$ cat src/design/pgr_pkg.sv
// Shared constants, types and register codes of the panel grid remapper.
package pgr_pkg;

  localparam int MAX_PANELS = 16;
  localparam int IDX_W      = $clog2(MAX_PANELS);

  localparam int COORD_W  = 12;
  localparam int CANVAS_W = 11;
  localparam int PANEL_W  = 7;
  localparam int CHAIN_W  = 5;
  localparam int TABLE_W  = 64;
  localparam int CFG_W    = 64;
  localparam int CFG_IDX_W = 3;

  localparam int MX_W = 11;
  localparam int MY_W = 9;

  localparam int ENTRY_W = 8;
  localparam int ROT_W   = 2;
  localparam int ORDER_W = 4;
  localparam int PAR_W   = 2;

  // Long division: DIV_STAGES stages of DIV_STEPS restoring steps cover DIV_W bits.
  localparam int DIV_W      = 12;
  localparam int DIV_STEPS  = 3;
  localparam int DIV_STAGES = DIV_W / DIV_STEPS;
  localparam int PROD_W     = 2 * DIV_W;
  localparam int SUM_W      = PROD_W + 1;

  localparam int IN_TDATA_W   = 24;
  localparam int OUT_TDATA_W  = 24;
  localparam int OUT_TUSER_W  = 1;

  typedef enum logic [CFG_IDX_W-1:0] {
    CFG_DISPLAY_WIDTH  = 3'd0,
    CFG_DISPLAY_HEIGHT = 3'd1,
    CFG_TILE_WIDTH     = 3'd2,
    CFG_TILE_HEIGHT    = 3'd3,
    CFG_CHAIN_LEN      = 3'd4,
    CFG_PANEL_TABLE_LO = 3'd5,
    CFG_PANEL_TABLE_HI = 3'd6
  } cfg_reg_e;

  typedef enum logic [ROT_W-1:0] {
    ROT_0   = 2'd0,
    ROT_90  = 2'd1,
    ROT_180 = 2'd2,
    ROT_270 = 2'd3
  } rot_e;

  typedef struct packed {
    logic [CANVAS_W-1:0] display_width;
    logic [CANVAS_W-1:0] display_height;
    logic [PANEL_W-1:0]  tile_w;
    logic [PANEL_W-1:0]  tile_h;
    logic [CHAIN_W-1:0]  chain_len;
    logic [TABLE_W-1:0]  panel_table_lo;
    logic [TABLE_W-1:0]  panel_table_hi;
  } pgr_cfg_t;

  // One division lane: nq shifts dividend bits out at the top and quotient bits in.
  typedef struct packed {
    logic [DIV_W-1:0]   nq;
    logic [PANEL_W-1:0] rem;
  } pgr_lane_t;

  typedef struct packed {
    logic      off;
    pgr_lane_t x;
    pgr_lane_t y;
    pgr_lane_t c;
  } pgr_div_t;

  typedef struct packed {
    logic               off;
    logic [PROD_W-1:0]  prod;
    logic [DIV_W-1:0]   col;
    logic [PANEL_W-1:0] rx;
    logic [PANEL_W-1:0] ry;
  } pgr_prod_t;

  typedef struct packed {
    logic               ok;
    logic [PANEL_W-1:0] px;
    logic [PANEL_W-1:0] py;
    logic [ORDER_W-1:0] order;
    logic [PAR_W-1:0]   par;
  } pgr_place_t;

endpackage

$ cat src/design/pgr_div_stage.sv
// One pipeline stage of the three-lane restoring divider.
module pgr_div_stage import pgr_pkg::*; (
  input  logic     clk_i,
  input  logic     rst_ni,
  input  pgr_cfg_t cfg_i,
  input  logic     in_valid_i,
  input  pgr_div_t in_data_i,
  output logic     in_ready_o,
  output logic     out_valid_o,
  output pgr_div_t out_data_o,
  input  logic     out_ready_i
);

  logic     valid_q;
  pgr_div_t data_q;
  pgr_div_t data_d;

  function automatic pgr_lane_t div_step(pgr_lane_t l, logic [PANEL_W-1:0] d);
    logic [PANEL_W:0] t;
    logic [PANEL_W:0] diff;
    pgr_lane_t        r;
    t      = {l.rem, l.nq[DIV_W-1]};
    diff   = t - {1'b0, d};
    r.nq   = {l.nq[DIV_W-2:0], 1'b0};
    r.rem  = t[PANEL_W-1:0];
    if (t >= {1'b0, d}) begin
      r.nq[0] = 1'b1;
      r.rem   = diff[PANEL_W-1:0];
    end
    return r;
  endfunction

  always_comb begin
    data_d = in_data_i;
    for (int s = 0; s < DIV_STEPS; s++) begin
      data_d.x = div_step(data_d.x, cfg_i.tile_w);
      data_d.y = div_step(data_d.y, cfg_i.tile_h);
      data_d.c = div_step(data_d.c, cfg_i.tile_w);
    end
  end

  assign in_ready_o  = !valid_q || out_ready_i;
  assign out_valid_o = valid_q;
  assign out_data_o  = data_q;

  always_ff @(posedge clk_i or negedge rst_ni) begin
    if (!rst_ni) begin
      valid_q <= 1'b0;
    end else if (in_ready_o) begin
      valid_q <= in_valid_i;
    end
  end

  always_ff @(posedge clk_i) begin
    if (in_valid_i && in_ready_o) begin
      data_q <= data_d;
    end
  end

endmodule

$ cat src/design/pgr_index.sv
// Panel index stage: multiplies the panel column count by the panel row.
module pgr_index import pgr_pkg::*; (
  input  logic      clk_i,
  input  logic      rst_ni,
  input  logic      in_valid_i,
  input  pgr_div_t  in_data_i,
  output logic      in_ready_o,
  output logic      out_valid_o,
  output pgr_prod_t out_data_o,
  input  logic      out_ready_i
);

  logic      valid_q;
  pgr_prod_t data_q;
  pgr_prod_t data_d;

  always_comb begin
    data_d.off  = in_data_i.off;
    data_d.prod = PROD_W'(in_data_i.c.nq) * PROD_W'(in_data_i.y.nq);
    data_d.col  = in_data_i.x.nq;
    data_d.rx   = in_data_i.x.rem;
    data_d.ry   = in_data_i.y.rem;
  end

  assign in_ready_o  = !valid_q || out_ready_i;
  assign out_valid_o = valid_q;
  assign out_data_o  = data_q;

  always_ff @(posedge clk_i or negedge rst_ni) begin
    if (!rst_ni) begin
      valid_q <= 1'b0;
    end else if (in_ready_o) begin
      valid_q <= in_valid_i;
    end
  end

  always_ff @(posedge clk_i) begin
    if (in_valid_i && in_ready_o) begin
      data_q <= data_d;
    end
  end

endmodule

$ cat src/design/pgr_map.sv
// Table lookup and in-panel rotation stage.
module pgr_map import pgr_pkg::*; (
  input  logic       clk_i,
  input  logic       rst_ni,
  input  pgr_cfg_t   cfg_i,
  input  logic       in_valid_i,
  input  pgr_prod_t  in_data_i,
  output logic       in_ready_o,
  output logic       out_valid_o,
  output pgr_place_t out_data_o,
  input  logic       out_ready_i
);

  logic                 valid_q;
  pgr_place_t           data_q;
  pgr_place_t           data_d;
  logic [SUM_W-1:0]     idx_sum;
  logic                 in_table;
  logic [2*TABLE_W-1:0] table_all;
  logic [ENTRY_W-1:0]   entry;
  rot_e                 rot;
  logic                 quarter_bad;
  logic [PANEL_W-1:0]   flip_x;
  logic [PANEL_W-1:0]   flip_y;

  always_comb begin
    idx_sum   = {1'b0, in_data_i.prod} + SUM_W'(in_data_i.col);
    in_table  = idx_sum < SUM_W'(MAX_PANELS);
    table_all = {cfg_i.panel_table_hi, cfg_i.panel_table_lo};
    entry     = table_all[{idx_sum[IDX_W-1:0], 3'b000} +: ENTRY_W];
    rot       = rot_e'(entry[ROT_W-1:0]);
    // Quarter turns only make sense on square panels.
    quarter_bad = (rot == ROT_90 || rot == ROT_270) &&
                  (cfg_i.tile_w != cfg_i.tile_h);
    flip_x = cfg_i.tile_w - PANEL_W'(1) - in_data_i.rx;
    flip_y = cfg_i.tile_h - PANEL_W'(1) - in_data_i.ry;

    data_d.ok    = !in_data_i.off && in_table && !quarter_bad;
    data_d.order = entry[ROT_W +: ORDER_W];
    data_d.par   = entry[ROT_W+ORDER_W +: PAR_W];
    case (rot)
      ROT_0: begin
        data_d.px = in_data_i.rx;
        data_d.py = in_data_i.ry;
      end
      ROT_90: begin
        data_d.px = flip_y;
        data_d.py = in_data_i.rx;
      end
      ROT_180: begin
        data_d.px = flip_x;
        data_d.py = flip_y;
      end
      ROT_270: begin
        data_d.px = in_data_i.ry;
        data_d.py = flip_x;
      end
      default: begin
        data_d.px = in_data_i.rx;
        data_d.py = in_data_i.ry;
      end
    endcase
  end

  assign in_ready_o  = !valid_q || out_ready_i;
  assign out_valid_o = valid_q;
  assign out_data_o  = data_q;

  always_ff @(posedge clk_i or negedge rst_ni) begin
    if (!rst_ni) begin
      valid_q <= 1'b0;
    end else if (in_ready_o) begin
      valid_q <= in_valid_i;
    end
  end

  always_ff @(posedge clk_i) begin
    if (in_valid_i && in_ready_o) begin
      data_q <= data_d;
    end
  end

endmodule

$ cat src/design/pgr_place.sv
// Chain and parallel offset stage; its register drives the result stream.
module pgr_place import pgr_pkg::*; (
  input  logic             clk_i,
  input  logic             rst_ni,
  input  pgr_cfg_t         cfg_i,
  input  logic             in_valid_i,
  input  pgr_place_t       in_data_i,
  output logic             in_ready_o,
  output logic             out_valid_o,
  output logic [MX_W-1:0]  mat_col_o,
  output logic [MY_W-1:0]  mat_row_o,
  output logic             mapped_o,
  input  logic             out_ready_i
);

  logic              valid_q;
  logic [MX_W-1:0]   mx_q;
  logic [MX_W-1:0]   mx_d;
  logic [MY_W-1:0]   my_q;
  logic [MY_W-1:0]   my_d;
  logic              ok_q;
  logic [MX_W-1:0]   chain_pos;
  logic [MX_W-1:0]   chain_off;
  logic [MY_W-1:0]   par_off;

  always_comb begin
    // The chain starts at its far end, so the order counts backwards.
    chain_pos = MX_W'(cfg_i.chain_len) - MX_W'(1) - MX_W'(in_data_i.order);
    chain_off = chain_pos * MX_W'(cfg_i.tile_w);
    par_off   = MY_W'(in_data_i.par) * MY_W'(cfg_i.tile_h);
    if (in_data_i.ok) begin
      mx_d = MX_W'(in_data_i.px) + chain_off;
      my_d = MY_W'(in_data_i.py) + par_off;
    end else begin
      mx_d = '1;
      my_d = '1;
    end
  end

  assign in_ready_o  = !valid_q || out_ready_i;
  assign out_valid_o = valid_q;
  assign mat_col_o   = mx_q;
  assign mat_row_o   = my_q;
  assign mapped_o    = ok_q;

  always_ff @(posedge clk_i or negedge rst_ni) begin
    if (!rst_ni) begin
      valid_q <= 1'b0;
    end else if (in_ready_o) begin
      valid_q <= in_valid_i;
    end
  end

  always_ff @(posedge clk_i) begin
    if (in_valid_i && in_ready_o) begin
      mx_q <= mx_d;
      my_q <= my_d;
      ok_q <= in_data_i.ok;
    end
  end

endmodule

$ cat src/design/panel_grid_pixel_remap_top.sv
// Top level of the panel grid remapper: canvas point in, chained matrix point out.
//
//  Channel   Direction  Contents
//  s_axis    in         tdata: canvas_col [11:0], canvas_row [23:12]
//  m_axis    out        tdata: mat_col [10:0], mat_row [19:11]; tuser: mapped
//  cfg       in         write enable, register index, 64-bit write data
//
// One request per clock while m_axis takes results; the pipeline has four divider
// stages of three restoring steps each, then index multiply, table lookup with
// rotation, and the offset stage whose register drives m_axis.
// Reset is asynchronous and active low; it restores the default geometry.
// Each stage holds while its successor is full, so bubbles are squeezed out and
// new requests are taken while a finished result waits on m_axis.
module panel_grid_pixel_remap_top import pgr_pkg::*; (
  input  logic                   clk_i,
  input  logic                   rst_ni,
  input  logic                   s_axis_tvalid_i,
  output logic                   s_axis_tready_o,
  // canvas_col [11:0], canvas_row [23:12]
  input  logic [IN_TDATA_W-1:0]  s_axis_tdata_i,
  output logic                   m_axis_tvalid_o,
  input  logic                   m_axis_tready_i,
  // mat_col [10:0], mat_row [19:11], zero [23:20]
  output logic [OUT_TDATA_W-1:0] m_axis_tdata_o,
  // mapped [0]
  output logic [OUT_TUSER_W-1:0] m_axis_tuser_o,
  input  logic                   cfg_we_i,
  input  logic [CFG_IDX_W-1:0]   cfg_idx_i,
  input  logic [CFG_W-1:0]       cfg_wdata_i
);

  pgr_cfg_t cfg_q;

  always_ff @(posedge clk_i or negedge rst_ni) begin
    if (!rst_ni) begin
      cfg_q.display_width  <= CANVAS_W'(32);
      cfg_q.display_height <= CANVAS_W'(32);
      cfg_q.tile_w         <= PANEL_W'(32);
      cfg_q.tile_h         <= PANEL_W'(32);
      cfg_q.chain_len      <= CHAIN_W'(1);
      cfg_q.panel_table_lo <= '0;
      cfg_q.panel_table_hi <= '0;
    end else if (cfg_we_i) begin
      case (cfg_reg_e'(cfg_idx_i))
        CFG_DISPLAY_WIDTH:  cfg_q.display_width  <= cfg_wdata_i[CANVAS_W-1:0];
        CFG_DISPLAY_HEIGHT: cfg_q.display_height <= cfg_wdata_i[CANVAS_W-1:0];
        CFG_TILE_WIDTH:     cfg_q.tile_w         <= cfg_wdata_i[PANEL_W-1:0];
        CFG_TILE_HEIGHT:    cfg_q.tile_h         <= cfg_wdata_i[PANEL_W-1:0];
        CFG_CHAIN_LEN:      cfg_q.chain_len      <= cfg_wdata_i[CHAIN_W-1:0];
        CFG_PANEL_TABLE_LO: cfg_q.panel_table_lo <= cfg_wdata_i[TABLE_W-1:0];
        CFG_PANEL_TABLE_HI: cfg_q.panel_table_hi <= cfg_wdata_i[TABLE_W-1:0];
        default: ;
      endcase
    end
  end

  logic [COORD_W-1:0] vx;
  logic [COORD_W-1:0] vy;
  pgr_div_t           div_in;

  assign vx = s_axis_tdata_i[COORD_W-1:0];
  assign vy = s_axis_tdata_i[2*COORD_W-1:COORD_W];

  always_comb begin
    // Negative, past the canvas edge, or a zero panel size: no mapping.
    div_in.off = vx[COORD_W-1] || vy[COORD_W-1] ||
                 (vx[CANVAS_W-1:0] >= cfg_q.display_width) ||
                 (vy[CANVAS_W-1:0] >= cfg_q.display_height) ||
                 (cfg_q.tile_w == '0) || (cfg_q.tile_h == '0);
    div_in.x.nq  = DIV_W'(vx[CANVAS_W-1:0]);
    div_in.x.rem = '0;
    div_in.y.nq  = DIV_W'(vy[CANVAS_W-1:0]);
    div_in.y.rem = '0;
    div_in.c.nq  = DIV_W'(cfg_q.display_width);
    div_in.c.rem = '0;
  end

  logic       div_valid [DIV_STAGES+1];
  logic       div_ready [DIV_STAGES+1];
  pgr_div_t   div_data  [DIV_STAGES+1];

  assign div_valid[0]    = s_axis_tvalid_i;
  assign div_data[0]     = div_in;
  assign s_axis_tready_o = div_ready[0];

  for (genvar g = 0; g < DIV_STAGES; g++) begin : g_div
    pgr_div_stage u_div (
      .clk_i       (clk_i),
      .rst_ni      (rst_ni),
      .cfg_i       (cfg_q),
      .in_valid_i  (div_valid[g]),
      .in_data_i   (div_data[g]),
      .in_ready_o  (div_ready[g]),
      .out_valid_o (div_valid[g+1]),
      .out_data_o  (div_data[g+1]),
      .out_ready_i (div_ready[g+1])
    );
  end

  logic       prod_valid;
  logic       prod_ready;
  pgr_prod_t  prod_data;
  logic       place_valid;
  logic       place_ready;
  pgr_place_t place_data;

  pgr_index u_index (
    .clk_i       (clk_i),
    .rst_ni      (rst_ni),
    .in_valid_i  (div_valid[DIV_STAGES]),
    .in_data_i   (div_data[DIV_STAGES]),
    .in_ready_o  (div_ready[DIV_STAGES]),
    .out_valid_o (prod_valid),
    .out_data_o  (prod_data),
    .out_ready_i (prod_ready)
  );

  pgr_map u_map (
    .clk_i       (clk_i),
    .rst_ni      (rst_ni),
    .cfg_i       (cfg_q),
    .in_valid_i  (prod_valid),
    .in_data_i   (prod_data),
    .in_ready_o  (prod_ready),
    .out_valid_o (place_valid),
    .out_data_o  (place_data),
    .out_ready_i (place_ready)
  );

  logic [MX_W-1:0] mat_col;
  logic [MY_W-1:0] mat_row;
  logic            mapped;

  pgr_place u_place (
    .clk_i       (clk_i),
    .rst_ni      (rst_ni),
    .cfg_i       (cfg_q),
    .in_valid_i  (place_valid),
    .in_data_i   (place_data),
    .in_ready_o  (place_ready),
    .out_valid_o (m_axis_tvalid_o),
    .mat_col_o   (mat_col),
    .mat_row_o   (mat_row),
    .mapped_o    (mapped),
    .out_ready_i (m_axis_tready_i)
  );

  assign m_axis_tdata_o = {(OUT_TDATA_W-MX_W-MY_W)'(0), mat_row, mat_col};
  assign m_axis_tuser_o = OUT_TUSER_W'(mapped);

endmodule

$ cat config.mk
export PLATFORM = sky130hd
export DESIGN_NAME = panel_grid_pixel_remap_top
export DESIGN_NICKNAME = d
export VERILOG_FILES = /design/src/design/pgr_pkg.sv /design/src/design/pgr_div_stage.sv /design/src/design/pgr_index.sv /design/src/design/pgr_map.sv /design/src/design/pgr_place.sv /design/src/design/panel_grid_pixel_remap_top.sv
export SDC_FILE = /design/constraint.sdc
export NUM_CORES = 2
export LEC_CHECK = 0
export BUFFER_PORTS_ARGS = -buffer_cell sky130_fd_sc_hd__buf_4
export CORE_MARGIN = 1.5
export CORE_UTILIZATION = 50
export CTS_CLUSTER_SIZE = 40
export DETAILED_ROUTE_END_ITERATION = 6
export HOLD_SLACK_MARGIN = 0.02
export PLACE_DENSITY = 0.78
export REMOVE_ABC_BUFFERS = 1
export SLEW_MARGIN = 20
export SYNTH_ARGS = -nofsm -noshare
export SYNTH_HDL_FRONTEND = slang
export SYNTH_SLANG_ARGS = --single-unit
$ cat constraint.sdc
create_clock -name clk_i -period 8.4 [get_ports clk_i]
set_clock_uncertainty 0.05 [all_clocks]
set_input_delay 1.26 -clock clk_i [delete_from_list [all_inputs] [get_ports clk_i]]
set_output_delay 1.26 -clock clk_i [all_outputs]
set_load 0.01 [all_outputs]
==> flow_summary_export.csv <==
group,metric,value,unit
routing,post-route-drc-count,0,
synth,ys.flop_type,"edfxtp_1",
sta,tightest_slew,0.971,ns
clock_network,clock_path_buffers,3,
setup_path,worstSetupPathType,"register to register",
place,io_buffers,118,
clock_network,cts_made_buffers,50,
cells_and_area,layout.nets,4307,
synth,synth.most_common_cell,"inv_1",
sta,slew_headroom,35.3,%
die,pin_count,123,
grt,grt_pass1_vias,27404,
routing,first_pass_iters,5,
sta,fin_crit_sh,88.1,%
grt,grt_pass1_wl,145,mm
place,place.gp.congestion,0.942,
cells_and_area,drive_above_1_share,15.2,%
grt,antenna_found_initial,2,
sta,timing.final.crit_period,7.40,ns
clock_network,clock-sinks,490,
routing,ant_nets,0,
cells_and_area,n_fill_cell,6341,
clock_network,cts-root-buf,"clkbuf_16",
setup_path,worstSetupEndpointType,"register",
die,num_rows,101,
synth,synth_top_area_share,24.7,%
clock_network,cts_tree,"yes",
synth,ys_seq_area_share,36.2,%
synth,synth_top_area_cell,"edfxtp_1",
run_status,status,"complete, no violations",
synth,ys_warn_count,0,
sta,rsz0062_at_grt,"no",
sta,finalHoldWorstSlack,0.365,ns
place,dp_hpwl,68.2,mm
clock_network,cts.clk_slew.worst_paths,0.07,ns
die,die_h,279,um
cells_and_area,final_area,42000,um2
synth,ys_ff_latch,490,
synth,netlist_area,38200,um2
setup_path,cp.required,8.69,ns
synth,syn_inst,3538,
cells_and_area,area_growth,10.1,%
sta,setup_tns,0,ns
grt,overflow,0,
routing,drt_iter0_drc,1691,
sta,max_freq,135,MHz
hold_path,hp-class,"register to register",
place,place_area,40300,um2
die,initial_core_util,50.4,%
grt,grt_max_degree,101,
clock_network,h-tree-depth,2,
grt,globalRouteTotalUtil,23.4,%
flow_run,drv_cap,0,
synth,synth_area_leaders,"edfxtp_1 (25%), ha_1 (12%), dfrtp_1 (11%)",
die,die_area,78000,um2
die,fp.dieW,279,um
sta,hold_viol,0,
routing,wirelength,90.2,mm
synth,synth_edf_count,314,
setup_path,arrival,7.69,ns
cells_and_area,fin_cells,4681,
die,coreArea,75800,um2
place,place_inst,4590,
routing,viasPerCell,5.72,
setup_path,start_kind,"register",
clock_network,clk_latency,0.63,ns
routing,wl_per_cell,19.3,um
synth,ys_top_cells_by_count,"inv_1 (412), ha_1 (371), edfxtp_1 (314)",
routing,vias,26790,
sta,setup_viol,0,
clock_network,cts-resized-gates,0,
clock_network,cts_hold_buf,0,
synth,synth.avg_cell_area,10.8,um2
sta,drv_slew,0,
synth,ys_types,93,
synth,async_flop_share,35.9,%
clock_network,cts_setup_buffers,0,
setup_path,crit_path_max_fanout,16,
## placed cells by master (no fill, tap or decap), types with 33 or more instances in the layout
| master | netlist | final |
|---|---|---|
| nor2b_1 | 90 | 88 |
| clkbuf_16 | 0 | 54 |
| inv_1 | 412 | 411 |
| mux2_2 | 222 | 222 |
| fa_1 | 176 | 176 |
| nand2_1 | 247 | 247 |
| nor2_1 | 147 | 147 |
| a211oi_1 | 36 | 36 |
| dfrtp_1 | 171 | 171 |
| nand2b_1 | 46 | 46 |
| xnor2_1 | 100 | 100 |
| mux2i_1 | 63 | 63 |
| and2_1 | 103 | 100 |
| o21ai_0 | 196 | 196 |
| a21o_1 | 66 | 66 |
| edfxtp_1 | 314 | 314 |
| nor3_1 | 34 | 33 |
| xor2_1 | 52 | 51 |
| ha_1 | 371 | 370 |
| buf_4 | 4 | 158 |
| a21oi_1 | 131 | 131 |
| o21a_1 | 48 | 48 |
## routing by layer
metal	GRT usage [%]	vias up	part of all wire, %
li1	-	12769	-
met1	30.6	13086	43
met2	38.6	739	47
met3	4.11	194	6.2
met4	9.53	2	3.8
met5	0	-	0.013
## cell families after synthesis
family | after synthesis | synth area share, %
fa+ha+maj | 547 | 21.4
flops | 490 | 36.2
compound gates | 661 | 11.1
mux | 357 | 11.4
xor+xnor | 154 | 3.60
buf+inv | 508 | 5.12
other cells | 1 | 0.00982
simple gates | 820 | 11.2
## state kept, by name (all words and copies together), names as in the netlist, 4 cells and up
| signal | count |
|---|---|
| g_div.u_div.out_data_o | 221 |
| cfg_q | 169 |
| u_index.out_data_o | 51 |
| u_map.out_data_o | 21 |
| u_place.mat_col_o | 11 |
| u_place.mat_row_o | 9 |
| g_div.u_div.out_valid_o | 4 |
## critical path, stage by stage (launching register included)
cell,delay (ns)
dfrtp_1,0.64
inv_1,0.40
buf_4,0.35
ha_1,0.41
a211oi_1,0.33
o21ai_1,0.14
a21oi_1,0.16
buf_4,0.21
mux2_2,0.36
ha_1,0.33
nor2b_1,0.17
o31a_1,0.25
o21ai_1,0.19
a31oi_1,0.17
nor3_4,0.38
mux2i_1,0.34
ha_1,0.32
nor2b_1,0.15
o21ai_1,0.15
a21oi_1,0.11
o32ai_1,0.46
o311ai_0,0.27
mux2i_1,0.30
inv_2,0.17
mux2_1,0.34
## worst paths after layout
path / startpoint / end / slack [ns] / cells after the start
hold / removal: g_div[3].u_div.out_data_o[54] / u_index.out_data_o[23] / 0.36 / 0
setup reg to reg: cfg_q[142] / g_div[3].u_div.out_data_o[41] / 1.00 / 24
setup / recovery: cfg_q[142] / g_div[3].u_div.out_data_o[41] / 1.00 / 24
hold reg to reg: g_div[3].u_div.out_data_o[54] / u_index.out_data_o[23] / 0.36 / 0
max in group asynchronous: rst_ni / u_place.out_valid_o / 6.04 / 2
min in group asynchronous: rst_ni / cfg_q[115] / 0.71 / 1
## layout make-up
type | count | area (um2) | area share (%)
antenna | 1 | 2.50 | 0.00595
clock buffer | 60 | 1380 | 3.29
clock inverter | 30 | 359 | 0.854
inverter | 419 | 1570 | 3.74
multi-input combinational | 2543 | 22400 | 53.4
sequential | 490 | 13800 | 32.9
tap | 978 | 1220 | 2.91
timing repair buffer | 160 | 1220 | 2.90
## stage by stage
stage / setup WS [ns] / util, %
6_report: 1.00 / 55.5
5_1_grt: 0.615 / 55.5
4_1_cts: 1.16 / 55.5
3_5_place_dp: 1.17 / 53.2
3_3_place_gp: 1.43 / 53.2
2_1_floorplan: 0.895 / -
Power is left out: the tool's default activity adds up to more than one toggle a clock period on the data nets, which glitch-free logic cannot reach.
